$ cat src/geo_hav_pkg.sv
// ============================================================================
// geo_hav_pkg
// Shared constants, widths and helper functions for the haversine geofence
// check pipeline.
// ============================================================================
package geo_hav_pkg;

    localparam int CORDIC_STEPS = 24;
    localparam int CORDIC_N = (CORDIC_STEPS < 1) ? 1 :
                              ((CORDIC_STEPS > 32) ? 32 : CORDIC_STEPS);

    // datapath widths
    localparam int XW = 44;     // cordic x/y, Q40
    localparam int ZW = 34;     // cordic angle, Q30
    localparam int SQ_STEPS = 32;
    localparam int QW = 46 - CORDIC_N;  // quotient bits of the residual divide

    localparam int ROT_LAT = CORDIC_N + 3;
    localparam int SQ_LAT = SQ_STEPS + 1;
    localparam int LAT = 53 + 2 * CORDIC_N + QW;

    localparam logic signed [XW-1:0] CORDIC_GAIN = 44'sd667681663046;
    localparam logic [31:0] ANG_K = 32'd4024455254;
    localparam logic [32:0] FULL_TURN = 33'd3600000000;
    localparam logic [32:0] HALF_TURN = 33'd1800000000;
    localparam logic [30:0] QUARTER_TURN = 31'd900000000;
    localparam logic [26:0] MM_MULT = 27'd99546875;
    localparam logic [34:0] DIST_MAX = 35'd20015087000;
    localparam logic [62:0] ONE_Q62 = 63'h4000_0000_0000_0000;

    localparam logic signed [30:0] CENTER_LAT_RST = -31'sd58231800;
    localparam logic signed [31:0] CENTER_LON_RST = -32'sd352051400;
    localparam logic [31:0] RADIUS_RST = 32'd8000;

    typedef enum logic [1:0] {
        REG_CENTER_LAT = 2'd0,
        REG_CENTER_LON = 2'd1,
        REG_RADIUS_MM  = 2'd2
    } cfg_reg_t;

    // atan(2^-i) in q30 radians, truncated
    function automatic logic signed [ZW-1:0] atan_q30(input int i);
        logic signed [ZW-1:0] r;
        begin
            case (i)
                0:  r = 34'sd843314856;
                1:  r = 34'sd497837829;
                2:  r = 34'sd263043836;
                3:  r = 34'sd133525158;
                4:  r = 34'sd67021686;
                5:  r = 34'sd33543515;
                6:  r = 34'sd16775850;
                7:  r = 34'sd8388437;
                8:  r = 34'sd4194282;
                9:  r = 34'sd2097149;
                10: r = 34'sd1048575;
                11: r = 34'sd524287;
                12: r = 34'sd262143;
                13: r = 34'sd131071;
                14: r = 34'sd65535;
                15: r = 34'sd32767;
                16: r = 34'sd16383;
                17: r = 34'sd8191;
                18: r = 34'sd4095;
                19: r = 34'sd2047;
                20: r = 34'sd1023;
                21: r = 34'sd511;
                22: r = 34'sd255;
                23: r = 34'sd127;
                24: r = 34'sd63;
                25: r = 34'sd31;
                26: r = 34'sd15;
                27: r = 34'sd7;
                28: r = 34'sd3;
                29: r = 34'sd1;
                default: r = '0;
            endcase
            atan_q30 = r;
        end
    endfunction

    // q40 to q31 with rounding, clamped to [0, 1.0]
    function automatic logic [31:0] to_q31(input logic signed [47:0] v);
        logic signed [47:0] t;
        logic [31:0] r;
        begin
            t = (v + 48'sd256) >>> 9;
            if (t[47])
                r = '0;
            else if (t > 48'sd2147483648)
                r = 32'h8000_0000;
            else
                r = t[31:0];
            to_q31 = r;
        end
    endfunction

endpackage

$ cat src/geo_hav_sqrt.sv
// ============================================================================
// geo_hav_sqrt
// Pipelined integer floor square root of a 63-bit value, one result bit per
// stage.
// ============================================================================
module geo_hav_sqrt (
    input  logic        clk,
    input  logic        en,
    input  logic [62:0] val,
    output logic [31:0] root
);
    import geo_hav_pkg::*;

    logic [63:0] rem_reg [SQ_STEPS+1];
    logic [63:0] res_reg [SQ_STEPS+1];

    always_ff @(posedge clk)
    begin : p_sqrt
        logic [63:0] bitv;
        logic [63:0] trial;
        if (en)
        begin
            rem_reg[0] <= {1'b0, val};
            res_reg[0] <= '0;
            for (int k = 0; k < SQ_STEPS; k++)
            begin
                bitv  = 64'd1 << (62 - 2 * k);
                trial = res_reg[k] + bitv;
                if (rem_reg[k] >= trial)
                begin
                    rem_reg[k+1] <= rem_reg[k] - trial;
                    res_reg[k+1] <= (res_reg[k] >> 1) + bitv;
                end
                else
                begin
                    rem_reg[k+1] <= rem_reg[k];
                    res_reg[k+1] <= res_reg[k] >> 1;
                end
            end
        end
    end

    assign root = res_reg[SQ_STEPS][31:0];

endmodule

$ cat config.mk
export PLATFORM = sky130hd
export DESIGN_NAME = geo_hav_sqrt
export DESIGN_NICKNAME = d
export VERILOG_FILES = /design/src/geo_hav_pkg.sv /design/src/geo_hav_sqrt.sv
export SDC_FILE = /design/constraint.sdc
export NUM_CORES = 2
export LEC_CHECK = 0
export BUFFER_PORTS_ARGS = -buffer_cell sky130_fd_sc_hd__buf_2
export CORE_ASPECT_RATIO = 0.6
export CORE_MARGIN = 2
export CORE_UTILIZATION = 43
export CTS_CLUSTER_DIAMETER = 40
export CTS_CLUSTER_SIZE = 30
export DETAILED_ROUTE_END_ITERATION = 8
export SLEW_MARGIN = 20
export SYNTH_ARGS = -nofsm -noshare
export SYNTH_HDL_FRONTEND = slang
export SYNTH_MEMORY_MAX_BITS = 65536
export SYNTH_SLANG_ARGS = --single-unit
$ cat constraint.sdc
create_clock -name clk -period 5.23 [get_ports clk]
set_input_delay 0.523 -clock clk [delete_from_list [all_inputs] [get_ports clk]]
set_output_delay 0.523 -clock clk [all_outputs]
set_load 0.01 [all_outputs]
==> flow_summary.yaml <==
outcome:
  status: "completed"
final_layout:
  drive_gt1_share_pct: 8.414
  fin_nets: 10930
  final_area_um2: 140900
  largest_register_ffs: 2047
  syn_to_final_growth_pct: 13.49
routing:
  vias: 83500
  remaining_drc_errors: 0
  vias_per_cell: 5.794
  wl_per_cell_um: 24.66
  met2_length_mm: 118.3
  dr.max_layer_used: "met5"
  drtPass1Iterations: 5
  first_iter_violations: 10740
  drtAntennaViolNets: 0
  wl_met1_mm: 194.3
  wirelength_mm: 355.3
  wl_met3_mm: 37.72
clocking:
  clk_latency_ns: 0.90
  clk_pin_slew_ns: 0.08
  cts_hold_buf: 63
  cts_tree: "yes"
  htreeDepth: 5
  root_buffer: "clkbuf_16"
  cts.sinks: 2575
  post-cts-setup-buffers: 0
  cts_buffers: 308
  ctsResizeCount: 0
  cts_buffer_depth: 4
sta:
  tightest_slew_ns: 1.169
  slew_headroom_pct: 21.34
  setup_viol: 0
  clock.fmax_ghz: 0.2102
  finalMaxSlewViolations: 0
  finalHoldViolations: 0
  fin_skew_ns: 0.06146
  fin_crit_ns: 4.758
  rsz0062_at_grt: "no"
  fin_crit_sh_pct: 90.97
  fin_setup_tns_ns: 0
synthesis:
  syn-mean-instance-area_um2: 12.42
  yosysWarningCount: 0
  synth_area_um2: 124200
  synth_fp_nets: 10620
  synth_top_area_cell: "edfxtp_1"
  synth_top_area_share_pct: 62.26
  yosysUniqueCellTypes: 85
  async_flop_share_pct: 0
  ys_dominant_reg_cell: "edfxtp_1"
  synth_cells: 9996
  yosysSeqAreaShare_pct: 62.26
  ys_ff_latch: 2575
  synth_edf_count: 2575
  synth_area_leaders: "edfxtp_1, ha_1, xnor2_1, xor2_1, nand2_1"
power:
  power.density_nw_per_um2: 456.5
  p_leak_uw: 0.05208
  peakVddDrop_uv: 315.8
grt:
  antenna_found_initial: 28
  grt_pass1_vias: 76510
  track_usage_pct: 23.75
  grt_max_degree: 181
  gr-total-overflow: 0
  grt_pass1_wl_mm: 521.2
worst_setup_path:
  r2r_setup_slack_ns: 0.47
  cp-end-kind: "register"
  slowest_stage: "a211oi_1"
  critPathRequiredTime_ns: 5.82
  critical_path.cell_chain: "inv_1, ha_1, and3_1, a21boi_0, o21ai_0, a211oi_1, o211ai_1, nand4_1, or4_1, nor4_1, xor2_1"
  criticalPathCategory: "register to register"
  cp-start-kind: "register"
  path_max_fanout: 7
  crit_arrival_ns: 5.35
  critPathTopFamily: "compound AO/OA/AOI/OAI gates"
  crit_buf_inv: 1
  slowest_delay_ns: 0.95
floorplanning:
  core_um2: 286600
  ioPinCount: 97
  dieHeight_um: 420.3
  fp-row-count: 152
  start_util_pct: 43.33
  die_w_um: 697.8
  dieArea_um2: 293300
placement:
  gp_congestion: 0.9352
  place_area_um2: 129500
  port_buffers: 96
  hpwl_mm: 269.6
hold_path:
  hold_path_class: "primary input to register"
job:
  drv_cap: 0
## worst paths after layout
check | startpoint | to | depth (start not counted)
worst max register to register | res_reg[25][18] | rem_reg[26][51] | 11
worst min-delay path | en | rem_reg[2][46] | 2
worst min register to register | rem_reg[5][7] | rem_reg[6][7] | 0
worst max-delay path | res_reg[25][18] | rem_reg[26][51] | 11
## synth_stat cells, types with 54 or more instances
library cell / number
edfxtp_1: 2575
nand2_1: 754
inv_1: 681
nor2_1: 565
o21ai_0: 564
ha_1: 556
a21oi_1: 518
xnor2_1: 456
xor2_1: 433
nor4_1: 380
nor3_1: 272
a21o_1: 239
clkbuf_1: 234
nand4_1: 177
nand3_1: 171
nand2b_1: 107
o21a_1: 97
or3_1: 94
or4_1: 87
nor2b_1: 78
nor4b_1: 65
or2_2: 58
o21bai_1: 55
a31oi_1: 54
## cell usage in the layout, fill, tap and decap left out, types with 38 or more instances in the layout
master | synthesis | routed
a21o_1 | 239 | 239
a21oi_1 | 518 | 517
a31oi_1 | 54 | 54
and2_1 | 38 | 38
and3_1 | 44 | 44
buf_2 | 12 | 96
buf_4 | 2 | 83
clkbuf_16 | 0 | 316
dlygate4sd3_1 | 0 | 63
edfxtp_1 | 2575 | 2575
ha_1 | 556 | 556
inv_1 | 681 | 680
inv_6 | 0 | 48
mux2_2 | 53 | 53
nand2_1 | 754 | 754
nand2b_1 | 107 | 107
nand3_1 | 171 | 171
nand3b_1 | 47 | 47
nand4_1 | 177 | 177
nor2_1 | 565 | 564
nor2b_1 | 78 | 78
nor3_1 | 272 | 271
nor4_1 | 380 | 374
nor4b_1 | 65 | 64
o211ai_1 | 48 | 48
o21a_1 | 97 | 97
o21ai_0 | 564 | 562
o21bai_1 | 55 | 55
o31ai_1 | 44 | 43
or2_2 | 58 | 58
or3_1 | 94 | 94
or4_1 | 87 | 87
xnor2_1 | 456 | 456
xor2_1 | 433 | 433
## routing by layer
layer	GRT usage, %	up-vias
li1	-	38310
met4	3.949	2
met2	26.70	3757
met5	0	-
met1	43.00	41070
met3	5.671	364
## layout make-up
| type | count | area [um2] |
|---|---|---|
| antenna | 8 | 20.02 |
| clock buffer | 331 | 7964 |
| clock inverter | 228 | 2805 |
| fill | 24750 | 145700 |
| inverter | 682 | 2560 |
| multi-input combinational | 6481 | 43430 |
| sequential | 2575 | 77320 |
| tap | 3850 | 4817 |
| timing repair buffer | 257 | 2017 |
## where the power goes
part	internal [uW]	switching [uW]	total [uW]
Sequential	26100	2600	28700
Clock	12700	9750	22500
Combinational	4950	8240	13200
## metrics by stage
stage	hold WS [ns]	utilization (%)	setup WS (ns)	power, uW	instances
2_1_floorplan	0.4166	-	0.9253	36830	9996
3_3_place_gp	0.4281	45.18	0.2359	41710	13780
3_5_place_dp	0.4284	45.19	0.5532	41720	13780
4_1_cts	0.2409	49.16	0.5469	64430	14400
5_1_grt	0.2594	49.17	0.3147	67200	14410
6_report	0.2716	49.18	0.4725	64340	14410
## cell families (layout without fill, tap and decap cells)
family	after synthesis	in the layout	synth area share, %
and+or+nand+nor	3062	3062	12.86
DFF	2575	2575	62.26
AOI/OAI and AO/OA	1906	1906	9.537
buffers and inverters	940	1498	2.860
xor gates and xnor gates	889	889	6.270
adders and majority gates	556	556	5.602
muxes	68	68	0.6025
other	0	8	0
(Power assumes the default switching activity.)
